$ cat src/rtl/cale_pkg.sv
package cale_pkg;

    localparam int DEPTH_DEF      = 16;
    localparam int DATA_WIDTH_DEF = 32;
    localparam int CMD_W          = 4;
    localparam int VAL_W          = 32;
    localparam int POS_W          = 5;

    localparam logic [POS_W-1:0] CAP_RESET = 5'd16;

    typedef enum logic [CMD_W-1:0] {
        CMD_CLEAR  = 4'd0,
        CMD_INSERT = 4'd1,
        CMD_APPEND = 4'd2,
        CMD_REMOVE = 4'd3,
        CMD_START  = 4'd4,
        CMD_END    = 4'd5,
        CMD_PREV   = 4'd6,
        CMD_NEXT   = 4'd7,
        CMD_MOVE   = 4'd8,
        CMD_SWAP   = 4'd9,
        CMD_READ   = 4'd10
    } cmd_t;

    typedef enum logic [2:0] {
        CELL_HOLD,
        CELL_ITEM,
        CELL_LEFT,
        CELL_RIGHT,
        CELL_SWAP_A,
        CELL_SWAP_B
    } cell_op_t;

    typedef struct packed {
        cell_op_t op;
        logic     scan_load;
        logic     scan_shift;
    } cell_ctrl_t;

    typedef enum logic [1:0] {
        ST_IDLE,
        ST_LOAD,
        ST_SCAN,
        ST_EXEC
    } state_t;

endpackage

$ cat src/rtl/cale_cell.sv
module cale_cell #(
    parameter int W = cale_pkg::DATA_WIDTH_DEF
) (
    input  logic                 clk,
    input  cale_pkg::cell_ctrl_t ctrl,
    input  logic [W-1:0]         item,
    input  logic [W-1:0]         swap_a,
    input  logic [W-1:0]         swap_b,
    input  logic [W-1:0]         left_val,
    input  logic [W-1:0]         right_val,
    input  logic [W-1:0]         scan_in,
    output logic [W-1:0]         entry,
    output logic [W-1:0]         scan_out
);

    logic [W-1:0] entry_reg;
    logic [W-1:0] entry_next;
    logic [W-1:0] scan_reg;
    logic [W-1:0] scan_next;

    always_comb
    begin
        case (ctrl.op)
            cale_pkg::CELL_HOLD:   entry_next = entry_reg;
            cale_pkg::CELL_ITEM:   entry_next = item;
            cale_pkg::CELL_LEFT:   entry_next = left_val;
            cale_pkg::CELL_RIGHT:  entry_next = right_val;
            cale_pkg::CELL_SWAP_A: entry_next = swap_a;
            cale_pkg::CELL_SWAP_B: entry_next = swap_b;
            default:               entry_next = entry_reg;
        endcase
    end

    always_comb
    begin
        if (ctrl.scan_load)
        begin
            scan_next = entry_reg;
        end
        else if (ctrl.scan_shift)
        begin
            scan_next = scan_in;
        end
        else
        begin
            scan_next = scan_reg;
        end
    end

    always_ff @(posedge clk)
    begin
        entry_reg <= entry_next;
        scan_reg  <= scan_next;
    end

    assign entry    = entry_reg;
    assign scan_out = scan_reg;

endmodule

$ cat src/rtl/cursor_array_list_engine.sv
// Bounded list of up to DEPTH entries with a cursor, built as a row of cells that each hold one
// entry. Clear, insert, append, cursor moves and unknown commands need no scan, and a new
// command is taken in every cycle while results are taken. Read, remove and swap load the
// stored entries into a scan chain, where they travel one cell per cycle toward cell 0 until
// the entry at the cursor, or for swap the entry at the larger position, has passed. A read,
// remove or swap that is ignored still loads the scan chain. Entries are undefined after
// reset; count and cursor are zero and capacity_limit is 16. Write capacity_limit only while
// no command is in flight.
module cursor_array_list_engine #(
    parameter int DEPTH      = cale_pkg::DEPTH_DEF,
    parameter int DATA_WIDTH = cale_pkg::DATA_WIDTH_DEF
) (
    input  logic                                clk,
    input  logic                                rst_n,
    input  logic                                cmd_valid,
    output logic                                cmd_stall,
    input  logic [cale_pkg::CMD_W-1:0]          command,
    input  logic signed [cale_pkg::VAL_W-1:0]   item_value,
    input  logic [cale_pkg::POS_W-1:0]          position,
    input  logic [cale_pkg::POS_W-1:0]          other_position,
    output logic                                rsp_valid,
    input  logic                                rsp_stall,
    output logic signed [cale_pkg::VAL_W-1:0]   read_value,
    output logic                                value_valid,
    output logic                                status,
    output logic [cale_pkg::POS_W-1:0]          entry_count,
    output logic [cale_pkg::POS_W-1:0]          cursor_pos,
    output logic                                list_full,
    output logic                                list_empty,
    input  logic                                cfg_valid,
    output logic                                cfg_ready,
    input  logic [cale_pkg::POS_W-1:0]          cfg_data
);

    localparam int SW = (DATA_WIDTH < cale_pkg::VAL_W) ? DATA_WIDTH : cale_pkg::VAL_W;
    localparam int CW = $clog2(DEPTH + 1);
    localparam int KW = $clog2(DEPTH);
    localparam int XW = (CW > cale_pkg::POS_W) ? CW : cale_pkg::POS_W;

    cale_pkg::state_t state_reg;
    cale_pkg::state_t state_next;

    logic [cale_pkg::CMD_W-1:0] cmd_reg;
    logic [cale_pkg::CMD_W-1:0] cmd_next;
    logic [SW-1:0]              item_reg;
    logic [SW-1:0]              item_next;
    logic [cale_pkg::POS_W-1:0] p1_reg;
    logic [cale_pkg::POS_W-1:0] p1_next;
    logic [cale_pkg::POS_W-1:0] p2_reg;
    logic [cale_pkg::POS_W-1:0] p2_next;
    logic [CW-1:0]              count_reg;
    logic [CW-1:0]              count_next;
    logic [CW-1:0]              cursor_reg;
    logic [CW-1:0]              cursor_next;
    logic [cale_pkg::POS_W-1:0] cap_reg;
    logic [cale_pkg::POS_W-1:0] cap_next;
    logic [KW-1:0]              k_reg;
    logic [KW-1:0]              k_next;
    logic [SW-1:0]              va_reg;
    logic [SW-1:0]              va_next;
    logic [SW-1:0]              vb_reg;
    logic [SW-1:0]              vb_next;

    logic                       rsp_valid_reg;
    logic                       rsp_valid_next;
    logic [cale_pkg::VAL_W-1:0] rsp_value_reg;
    logic [cale_pkg::VAL_W-1:0] rsp_value_next;
    logic                       rsp_vv_reg;
    logic                       rsp_vv_next;
    logic                       rsp_status_reg;
    logic                       rsp_status_next;
    logic [cale_pkg::POS_W-1:0] rsp_count_reg;
    logic [cale_pkg::POS_W-1:0] rsp_count_next;
    logic [cale_pkg::POS_W-1:0] rsp_cursor_reg;
    logic [cale_pkg::POS_W-1:0] rsp_cursor_next;
    logic                       rsp_full_reg;
    logic                       rsp_full_next;
    logic                       rsp_empty_reg;
    logic                       rsp_empty_next;

    logic          cmd_acc;
    logic          commit;
    logic          scan_load;
    logic          scan_shift;
    logic          new_needs_scan;
    logic          scan_go;
    logic          scan_done;

    logic [XW-1:0] cnt_x;
    logic [XW-1:0] cur_x;
    logic [XW-1:0] p1_x;
    logic [XW-1:0] p2_x;
    logic [XW-1:0] k_x;
    logic [XW-1:0] a_idx;
    logic [XW-1:0] last_x;
    logic [XW-1:0] eff_cap;
    logic          full_now;

    logic          hit_insert;
    logic          hit_append;
    logic          hit_remove;
    logic          hit_swap;
    logic          do_insert;
    logic          do_append;
    logic          do_remove;
    logic          do_swap;
    logic [CW-1:0] res_count;
    logic [CW-1:0] res_cursor;
    logic          res_valid;
    logic          res_ignored;

    logic [SW-1:0] entry_w [DEPTH];
    logic [SW-1:0] scan_w  [DEPTH];

    assign cnt_x   = XW'(count_reg);
    assign cur_x   = XW'(cursor_reg);
    assign p1_x    = XW'(p1_reg);
    assign p2_x    = XW'(p2_reg);
    assign k_x     = XW'(k_reg);
    assign eff_cap = (XW'(cap_reg) < XW'(DEPTH)) ? XW'(cap_reg) : XW'(DEPTH);
    assign full_now = (cnt_x >= eff_cap);

    assign a_idx  = (cmd_reg == cale_pkg::CMD_SWAP) ? p1_x : cur_x;
    assign last_x = (cmd_reg == cale_pkg::CMD_SWAP) ? ((p1_x > p2_x) ? p1_x : p2_x) : cur_x;
    assign scan_done = (k_x == last_x);

    assign new_needs_scan = (command inside {cale_pkg::CMD_REMOVE, cale_pkg::CMD_SWAP,
                                             cale_pkg::CMD_READ});

    always_comb
    begin
        case (cale_pkg::cmd_t'(cmd_reg))
            cale_pkg::CMD_REMOVE: scan_go = (cur_x < cnt_x);
            cale_pkg::CMD_READ:   scan_go = (cur_x < cnt_x);
            cale_pkg::CMD_SWAP:   scan_go = (p1_x < cnt_x) && (p2_x < cnt_x);
            default:              scan_go = 1'b0;
        endcase
    end

    // Next state.
    always_comb
    begin
        state_next = state_reg;
        case (state_reg)
            cale_pkg::ST_IDLE:
            begin
                if (cmd_valid)
                begin
                    state_next = new_needs_scan ? cale_pkg::ST_LOAD : cale_pkg::ST_EXEC;
                end
            end
            cale_pkg::ST_LOAD:
            begin
                state_next = scan_go ? cale_pkg::ST_SCAN : cale_pkg::ST_EXEC;
            end
            cale_pkg::ST_SCAN:
            begin
                if (scan_done)
                begin
                    state_next = cale_pkg::ST_EXEC;
                end
            end
            cale_pkg::ST_EXEC:
            begin
                if (!rsp_valid_reg || !rsp_stall)
                begin
                    if (cmd_valid)
                    begin
                        state_next = new_needs_scan ? cale_pkg::ST_LOAD : cale_pkg::ST_EXEC;
                    end
                    else
                    begin
                        state_next = cale_pkg::ST_IDLE;
                    end
                end
            end
            default:
            begin
                state_next = cale_pkg::ST_IDLE;
            end
        endcase
    end

    // State outputs.
    always_comb
    begin
        commit     = 1'b0;
        cmd_stall  = 1'b1;
        scan_load  = 1'b0;
        scan_shift = 1'b0;
        case (state_reg)
            cale_pkg::ST_IDLE:
            begin
                cmd_stall = 1'b0;
            end
            cale_pkg::ST_LOAD:
            begin
                scan_load = 1'b1;
            end
            cale_pkg::ST_SCAN:
            begin
                scan_shift = 1'b1;
            end
            cale_pkg::ST_EXEC:
            begin
                commit    = !rsp_valid_reg || !rsp_stall;
                cmd_stall = rsp_valid_reg && rsp_stall;
            end
            default:
            begin
                cmd_stall = 1'b1;
            end
        endcase
    end

    assign cmd_acc = cmd_valid && !cmd_stall;

    // Result of the held command against the current list state.
    always_comb
    begin
        res_count   = count_reg;
        res_cursor  = cursor_reg;
        res_valid   = 1'b0;
        res_ignored = 1'b0;
        hit_insert  = 1'b0;
        hit_append  = 1'b0;
        hit_remove  = 1'b0;
        hit_swap    = 1'b0;
        case (cale_pkg::cmd_t'(cmd_reg))
            cale_pkg::CMD_CLEAR:
            begin
                res_count  = '0;
                res_cursor = '0;
            end
            cale_pkg::CMD_INSERT:
            begin
                res_ignored = full_now;
                hit_insert  = !full_now;
                if (!full_now)
                begin
                    res_count = CW'(count_reg + 1'b1);
                end
            end
            cale_pkg::CMD_APPEND:
            begin
                res_ignored = full_now;
                hit_append  = !full_now;
                if (!full_now)
                begin
                    res_count = CW'(count_reg + 1'b1);
                end
            end
            cale_pkg::CMD_REMOVE:
            begin
                if (cur_x < cnt_x)
                begin
                    hit_remove = 1'b1;
                    res_valid  = 1'b1;
                    res_count  = CW'(count_reg - 1'b1);
                end
                else
                begin
                    res_ignored = 1'b1;
                end
            end
            cale_pkg::CMD_START:
            begin
                res_cursor = '0;
            end
            cale_pkg::CMD_END:
            begin
                res_cursor = count_reg;
            end
            cale_pkg::CMD_PREV:
            begin
                if (cursor_reg == '0)
                begin
                    res_ignored = 1'b1;
                end
                else
                begin
                    res_cursor = CW'(cursor_reg - 1'b1);
                end
            end
            cale_pkg::CMD_NEXT:
            begin
                if (cur_x < cnt_x)
                begin
                    res_cursor = CW'(cursor_reg + 1'b1);
                end
                else
                begin
                    res_ignored = 1'b1;
                end
            end
            cale_pkg::CMD_MOVE:
            begin
                if (p1_x > cnt_x)
                begin
                    res_ignored = 1'b1;
                end
                else
                begin
                    res_cursor = CW'(p1_reg);
                end
            end
            cale_pkg::CMD_SWAP:
            begin
                if ((p1_x < cnt_x) && (p2_x < cnt_x))
                begin
                    hit_swap = 1'b1;
                end
                else
                begin
                    res_ignored = 1'b1;
                end
            end
            cale_pkg::CMD_READ:
            begin
                if (cur_x < cnt_x)
                begin
                    res_valid = 1'b1;
                end
                else
                begin
                    res_ignored = 1'b1;
                end
            end
            default:
            begin
                res_ignored = 1'b1;
            end
        endcase
    end

    assign do_insert = commit && hit_insert;
    assign do_append = commit && hit_append;
    assign do_remove = commit && hit_remove;
    assign do_swap   = commit && hit_swap;

    always_comb
    begin
        cmd_next  = cmd_acc ? command : cmd_reg;
        item_next = cmd_acc ? item_value[SW-1:0] : item_reg;
        p1_next   = cmd_acc ? position : p1_reg;
        p2_next   = cmd_acc ? other_position : p2_reg;

        count_next  = commit ? res_count : count_reg;
        cursor_next = commit ? res_cursor : cursor_reg;
        cap_next    = (cfg_valid && cfg_ready) ? cfg_data : cap_reg;

        if (scan_load)
        begin
            k_next = '0;
        end
        else if (scan_shift)
        begin
            k_next = KW'(k_reg + 1'b1);
        end
        else
        begin
            k_next = k_reg;
        end

        va_next = (scan_shift && (k_x == a_idx)) ? scan_w[0] : va_reg;
        vb_next = (scan_shift && (k_x == p2_x)) ? scan_w[0] : vb_reg;

        rsp_valid_next  = commit || (rsp_valid_reg && rsp_stall);
        rsp_value_next  = commit ? (res_valid ? cale_pkg::VAL_W'(va_reg) : '0) : rsp_value_reg;
        rsp_vv_next     = commit ? res_valid : rsp_vv_reg;
        rsp_status_next = commit ? res_ignored : rsp_status_reg;
        rsp_count_next  = commit ? cale_pkg::POS_W'(res_count) : rsp_count_reg;
        rsp_cursor_next = commit ? cale_pkg::POS_W'(res_cursor) : rsp_cursor_reg;
        rsp_full_next   = commit ? (XW'(res_count) >= eff_cap) : rsp_full_reg;
        rsp_empty_next  = commit ? (res_count == '0) : rsp_empty_reg;
    end

    always_ff @(posedge clk or negedge rst_n)
    begin
        if (!rst_n)
        begin
            state_reg     <= cale_pkg::ST_IDLE;
            count_reg     <= '0;
            cursor_reg    <= '0;
            cap_reg       <= cale_pkg::CAP_RESET;
            k_reg         <= '0;
            rsp_valid_reg <= 1'b0;
        end
        else
        begin
            state_reg     <= state_next;
            count_reg     <= count_next;
            cursor_reg    <= cursor_next;
            cap_reg       <= cap_next;
            k_reg         <= k_next;
            rsp_valid_reg <= rsp_valid_next;
        end
    end

    always_ff @(posedge clk)
    begin
        cmd_reg        <= cmd_next;
        item_reg       <= item_next;
        p1_reg         <= p1_next;
        p2_reg         <= p2_next;
        va_reg         <= va_next;
        vb_reg         <= vb_next;
        rsp_value_reg  <= rsp_value_next;
        rsp_vv_reg     <= rsp_vv_next;
        rsp_status_reg <= rsp_status_next;
        rsp_count_reg  <= rsp_count_next;
        rsp_cursor_reg <= rsp_cursor_next;
        rsp_full_reg   <= rsp_full_next;
        rsp_empty_reg  <= rsp_empty_next;
    end

    for (genvar i = 0; i < DEPTH; i++)
    begin : g_cell
        localparam logic [XW-1:0] IDX = XW'(i);

        cale_pkg::cell_ctrl_t ctrl;
        logic [SW-1:0]        left_val;
        logic [SW-1:0]        right_val;
        logic [SW-1:0]        scan_in;

        if (i == 0)
        begin : g_first
            assign left_val = '0;
        end
        else
        begin : g_mid
            assign left_val = entry_w[i-1];
        end

        if (i == DEPTH - 1)
        begin : g_last
            assign right_val = '0;
            assign scan_in   = '0;
        end
        else
        begin : g_inner
            assign right_val = entry_w[i+1];
            assign scan_in   = scan_w[i+1];
        end

        always_comb
        begin
            ctrl.scan_load  = scan_load;
            ctrl.scan_shift = scan_shift;
            if (do_insert && (IDX > cur_x))
            begin
                ctrl.op = cale_pkg::CELL_LEFT;
            end
            else if (do_insert && (IDX == cur_x))
            begin
                ctrl.op = cale_pkg::CELL_ITEM;
            end
            else if (do_append && (IDX == cnt_x))
            begin
                ctrl.op = cale_pkg::CELL_ITEM;
            end
            else if (do_remove && (IDX >= cur_x))
            begin
                ctrl.op = cale_pkg::CELL_RIGHT;
            end
            else if (do_swap && (IDX == p1_x))
            begin
                ctrl.op = cale_pkg::CELL_SWAP_B;
            end
            else if (do_swap && (IDX == p2_x))
            begin
                ctrl.op = cale_pkg::CELL_SWAP_A;
            end
            else
            begin
                ctrl.op = cale_pkg::CELL_HOLD;
            end
        end

        cale_cell #(
            .W (SW)
        ) u_cell (
            .clk       (clk),
            .ctrl      (ctrl),
            .item      (item_reg),
            .swap_a    (va_reg),
            .swap_b    (vb_reg),
            .left_val  (left_val),
            .right_val (right_val),
            .scan_in   (scan_in),
            .entry     (entry_w[i]),
            .scan_out  (scan_w[i])
        );
    end

    assign cfg_ready   = 1'b1;
    assign rsp_valid   = rsp_valid_reg;
    assign read_value  = rsp_value_reg;
    assign value_valid = rsp_vv_reg;
    assign status      = rsp_status_reg;
    assign entry_count = rsp_count_reg;
    assign cursor_pos  = rsp_cursor_reg;
    assign list_full   = rsp_full_reg;
    assign list_empty  = rsp_empty_reg;

endmodule

$ cat config.mk
export PLATFORM = sky130hd
export DESIGN_NAME = cursor_array_list_engine
export DESIGN_NICKNAME = d
export VERILOG_FILES = /design/src/rtl/cale_pkg.sv /design/src/rtl/cale_cell.sv /design/src/rtl/cursor_array_list_engine.sv
export SDC_FILE = /design/constraint.sdc
export NUM_CORES = 2
export LEC_CHECK = 0
export BUFFER_PORTS_ARGS = -buffer_cell sky130_fd_sc_hd__buf_2
export CORE_ASPECT_RATIO = 0.75
export CORE_MARGIN = 3
export CORE_UTILIZATION = 40
export CTS_CLUSTER_DIAMETER = 40
export CTS_CLUSTER_SIZE = 28
export DETAILED_ROUTE_END_ITERATION = 16
export GPL_ROUTABILITY_DRIVEN = 0
export PLACE_DENSITY_LB_ADDON = 0.05
export SLEW_MARGIN = 20
export SYNTH_ARGS = -nofsm -noshare
export SYNTH_HDL_FRONTEND = slang
export SYNTH_SLANG_ARGS = --single-unit
$ cat constraint.sdc
create_clock -name clk -period 40 [get_ports clk]
set_clock_uncertainty 0.05 [all_clocks]
set_input_delay 4 -clock clk [delete_from_list [all_inputs] [get_ports clk]]
set_output_delay 4 -clock clk [all_outputs]
set_load 0.01 [all_outputs]
Yosys cells after proc, flatten, opt, wreduce, memory -nomap -nowiden
Cells that the tools add are included.
- equal/unequal tests: 162
- reductions and logical operators: 142
- magnitude comparators: 40
- add/sub/neg operators: 5
- multiplexer cells: 181
- operators with widths (cell ; number):
    32-bit case mux with 5 select lines ; 16
    32-bit 2-to-1 mux ; 32
    3-bit 2-to-1 mux ; 96
    4-bit by 5-bit equality test with 1-bit output, first input constant ; 32
    1-bit logical AND ; 105
    3-bit by 2-bit equality test with 1-bit output, second input constant ; 32
    3-bit equality test, second input constant ; 32
    3-bit by 5-bit equality test with 1-bit output, first input constant ; 16
    5-bit nonzero test ; 16
    3-bit by 1-bit equality test with 1-bit output, second input constant ; 16
    5-bit 2-to-1 mux ; 9
    2-bit by 5-bit equality test with 1-bit output, first input constant ; 8
    4-bit by 5-bit greater-or-equal comparator with 1-bit output, first input constant ; 8
    4-bit by 5-bit greater-than comparator with 1-bit output, first input constant ; 8
    5-bit zero test ; 5
    5-bit case mux with 5 select lines ; 1
    1-bit by 5-bit equality test with 1-bit output, first input constant ; 4
    4-bit equality test, second input constant ; 5
    3-bit by 5-bit greater-or-equal comparator with 1-bit output, first input constant ; 4
    3-bit by 5-bit greater-than comparator with 1-bit output, first input constant ; 4
    4-bit by 3-bit equality test with 1-bit output, second input constant ; 4
    4-bit by 5-bit equality test with 1-bit output ; 3
    5-bit < comparator ; 3
    1-bit 2-to-1 mux ; 15
    other kinds (30) ; 56
- logic and storage cells: 581
- bits in registers: 1202
- input port bits: 56

Longest topological paths before layout
- depth in word-level cells: 14
- mapped depth: 16
- mapped depth without buffers: 16

By module
Synthesis repeated with hierarchy kept, for this count alone.
- cell total of the unflattened synthesis: 5332
- area total of the unflattened synthesis: 69306.5 µm²
- by module, submodules not included (module ; instances ; cells an instance ; seq. area each (µm²) ; area an instance (µm²)):
    cale_cell ; 16 ; 286 ; 1921.8 ; 3776.1
    cursor_array_list_engine ; 1 ; 756 ; 5236.3 ; 8888.5

Least setup slack after synthesis
OpenSTA, ideal clock, no wires.
- path kind: register to register
- from: register state_reg[0]
- to: register k_reg[0]
- path slack: 27279 ps
- data required time: 39828 ps
- clock period less this slack: 12721 ps
- stages on the path, launching flop included: 4
- arrival: 12549 ps
- cell sequence: dfrtp_1 > inv_1 > ha_1 > mux2_2
- word-level cells in the longest chain between the ends: 3
- elaborated cells between the ends (all ways): 6
- those cells by class: eq/ne (2); mux (3); reduce/logical (1)
- ends and longest elaborated chain (element ; RTL line ; RTL):
    start: declaration ; cursor_array_list_engine.sv:40 ; cale_pkg::state_t state_reg;
    start signal: assignment ; cursor_array_list_engine.sv:382 ; state_reg <= cale_pkg::ST_IDLE;
    start signal: assignment ; cursor_array_list_engine.sv:391 ; state_reg <= state_next;
    2-bit by 1-bit equality test with 1-bit output / 2-bit equality test (equally long branches) ; cursor_array_list_engine.sv:191 ; case (state_reg)
    1-bit 2-to-1 mux ; cursor_array_list_engine.sv:191 ;
    4-bit 2-to-1 mux / 2-bit nonzero test (equally long branches) ; n/a ;
    end signal: assignment ; cursor_array_list_engine.sv:395 ; k_reg <= k_next;
    end: declaration ; cursor_array_list_engine.sv:57 ; logic [KW-1:0] k_reg;
Several ways; a longest one is shown, not always the timed one.
A chain may end at the register's enable or synchronous reset.

Worst setup path after layout
- from: input rsp_stall
- to: output cmd_stall
- word-level cells in the longest chain between the ends: 2
- ends and longest elaborated chain (element ; RTL line ; RTL):
    start: declaration ; cursor_array_list_engine.sv:22 ; input logic rsp_stall,
    1-bit logical AND ; cursor_array_list_engine.sv:207 ; cmd_stall = rsp_valid_reg && rsp_stall;
    1-bit case mux with 2 select lines ; cursor_array_list_engine.sv:191 ;
    end: declaration ; cursor_array_list_engine.sv:16 ; output logic cmd_stall,
Every way passes these cells.

==> results.py <==
metrics = {
    "status": {
        "status": "finished clean",
    },
    "yosys": {
        "async_reset_ff_share_pct": 1.83,
        "dominantRegCellSynth": "edfxtp_1",
        "ys_warn_count": 0,
        "synth_top_area_share_pct": 57.9,
        "synthDistinctLibCells": 86,
        "synthCells": 4959,
        "syn_avg_cell_area_um2": 12.3,
        "synth-edff-count": 1180,
        "yosysTopAreaCell": "edfxtp_1",
        "synth_seq_cells": 1202,
        "seq_area_frac_synth_pct": 58.8,
        "syn_area_um2": 61200,
        "syn_nets": 5060,
        "netlist_top_cells_area": "edfxtp_1 (58%), mux2_2 (9.1%), a222oi_1 (5.0%), clkbuf_1 (2.9%), a21oi_1 (2.3%)",
    },
    "setup_path": {
        "crit_fanout": 3,
        "crit_path_max_incr_delay_ns": 0.20,
        "cp_common_cell": "buf_2",
        "start_kind": "input pin",
        "timing.rr.start": "cnt_x[2]",
        "slowest_stage": "o21bai_1",
        "critical_path_required_ns": 35.95,
        "path_class": "in2out",
        "endpoint_kind": "primary output",
        "arrival_ns": 4.65,
        "crit_start": "rsp_stall",
        "worstPathCellList": "buf_2, and3_1, o21bai_1, buf_2",
    },
    "final_layout": {
        "drive_gt1_share_pct": 23.6,
        "area_growth_pct": 13.5,
        "nFillCells": 13400,
        "post-route-util_pct": 46.0,
        "seq_area_um2": 36000,
        "fin_nets": 4947,
        "multiInputGateArea_um2": 23400,
    },
    "pwr": {
        "pwr-share-clk_pct": 28.4,
        "vdd.ir_drop.worst_v": 0.0000664,
        "total_power_uw": 5290,
        "leakagePower_uw": 0.0233,
        "seq_power_share_pct": 42.9,
        "comb_power_share_pct": 28.7,
        "p_per_area_nw_per_um2": 76.2,
        "swShare_pct": 33.7,
        "cell_internal_pwr_uw": 3510,
        "p_switching_uw": 1790,
    },
    "routing": {
        "vias": 47500,
        "drtPass1Iterations": 12,
        "wire_per_inst_um": 36.1,
        "viasPerCell": 6.80,
        "drtIter0Drc": 9386,
        "drc_errors": 0,
        "routed_wirelength_um": 252000,
        "ant_nets": 0,
    },
    "timing": {
        "slew-limit-headroom_pct": 18.1,
        "finalSetupTns_ns": 0,
        "period_needed_ns": 8.70,
        "clock.fmax_mhz": 115,
        "rsz0062_at_grt": "no",
        "tightestPinTransition_ns": 1.23,
        "final_min_period_over_clock_period_pct": 21.7,
        "setup_viol": 0,
        "hold_viol_final": 0,
        "slew_viol_final": 0,
        "holdWs_ns": 0.394,
    },
    "clock_tree": {
        "cts_htree_levels": 4,
        "clk_latency_ns": 0.82,
        "cts_setup_buffers": 0,
        "path_clk_slew_ns": 0.06,
        "cts_resized": 0,
        "tritoncts": "yes",
        "cts_hold_buf": 0,
        "clkSinkCount": 1202,
        "cts_buffer_depth": 3,
        "numCtsBuffers": 164,
        "root_buffer": "clkbuf_16",
    },
    "place": {
        "io_buffers": 103,
        "dp_hpwl_um": 156000,
    },
    "floorplanning": {
        "num_rows": 123,
        "core-area_um2": 151000,
        "die_w_um": 458,
        "initial_core_util_pct": 40.5,
        "dieArea_um2": 158000,
        "io-pin-count": 105,
        "die_height_um": 345,
    },
    "worst_hold_path": {
        "hp-class": "reg2reg",
        "hp-start": "g_cell[0].u_cell.scan_out[17]",
    },
    "flow_run": {
        "cap_violations": 0,
    },
    "global_route": {
        "grt-ovfl-total": 0,
        "grt_pass1_wl_um": 352000,
        "globalRouteTotalUtil_pct": 31.1,
        "grt_pass1_vias": 43600,
        "grt_antenna_before_repair": 7,
        "grt_max_degree": 128,
    },
}
==> cell usage in the layout (no fill, tap or decap), types with 15 or more instances in the layout <==
master and instances:
a211oi_1 29, a21boi_0 64, a21o_1 27, a21oi_1 267
a21oi_2 31, a221o_1 45, a221oi_1 15, a222oi_1 308
a22o_1 101, a22oi_1 158, a2bb2oi_1 16, a31oi_1 104
and2_1 101, and3_1 36, buf_2 103, buf_4 142
bufinv_16 21, clkbuf_16 167, clkinv_1 30, clkinv_2 26
clkinvlp_4 18, dfrtp_1 21, edfxtp_1 1180, ha_1 43
inv_1 86, inv_6 18, mux2_2 492, mux2i_1 38
nand2_1 343, nand3_1 102, nor2_1 297, nor2b_1 15
nor3_1 20, nor3_2 18, o211a_1 33, o211ai_1 40
o21ai_0 144, o221a_2 22
==> kinds of logic after synthesis <==
kind of cell / after synthesis / synth area share, %
DFF: 1202 / 58.8
muxes: 530 / 9.67
AOI/OAI and AO/OA: 1487 / 18.5
other: 1 / 0.00613
xor gates and xnor gates: 18 / 0.258
and+or+nand+nor: 1058 / 8.00
buffers and inverters: 618 / 3.90
adders and majority gates: 45 / 0.920
==> critical path: cells and delay by family <==
family | cells | cell delay [ns]
AND/OR/NAND/NOR | 1 | 0.17
AO/OA/AOI/OAI | 1 | 0.20
buffers and inverters | 2 | 0.28
==> final cells by class <==
type | instances | share of cell area [%]
clock inverter | 124 | 1.89
inverter | 90 | 0.488
multi-input combinational | 3139 | 33.8
tap | 2000 | 3.60
sequential | 1202 | 51.8
antenna | 4 | 0.0144
timing repair buffer | 249 | 2.38
clock buffer | 174 | 6.05
==> through the flow <==
step	cell area (µm²)	cells	setup slack (ns)
floorplan	61200	4959	27.28
global placement	63900	6677	31.08
detailed placement	63900	6677	31.29
CTS	69400	6975	31.29
global route	69400	6978	31.23
finish	69500	6982	31.30
==> path summary, 6_finish.rpt <==
check | slack [ns] | to | depth (start not counted)
max in group asynchronous | 36.26 | cur_x[2] | 1
min reg2reg | 0.39 | vb_reg[17] | 0
max reg2reg | 34.10 | g_cell[0].u_cell.entry[20] | 13
min | 0.39 | vb_reg[17] | 0
min in group asynchronous | 3.18 | k_reg[3] | 1
max | 31.30 | cmd_stall | 4
==> cells in the mapped netlist, types with 8 or more instances <==
cell	count
clkbuf_1	465
a221oi_1	15
nor2_1	312
nor3_1	38
and2_1	102
buf_2	17
nand2_1	345
a21o_1	27
a221o_1	45
a21oi_1	277
a22oi_1	158
o221a_2	22
mux2_2	492
o21ai_0	144
nor4_1	20
a222oi_1	308
nand4_1	13
a2bb2oi_1	16
o211ai_1	40
a211oi_1	31
nor2b_1	17
xnor2_1	12
o21ai_1	12
o211a_1	33
edfxtp_1	1180
nand2b_1	10
ha_1	45
a21oi_2	31
and3_1	42
nand3_1	103
a31oi_1	104
inv_1	86
a21boi_0	64
or4_1	11
dfrtp_1	21
or3_1	16
clkbuf_2	8
a22o_1	101
buf_1	33
mux2i_1	38
o22ai_1	8
==> power by group through the flow <==
stage	combinational, µW	clock, µW	sequential [µW]
2_1_floorplan	1020	0	2390
3_3_place_gp	1460	0	2280
3_5_place_dp	1480	0	2280
4_1_cts	1490	1520	2260
5_1_grt	1620	1570	2300
6_report	1520	1500	2270
==> layer usage <==
layer  track usage, %  wire (µm)
met5             1.42        311
met4             9.72       7110
met3             12.1      39000
met2             39.1      93900
met1             47.7     112000
Note: power is estimated with default switching activity, not from simulation.
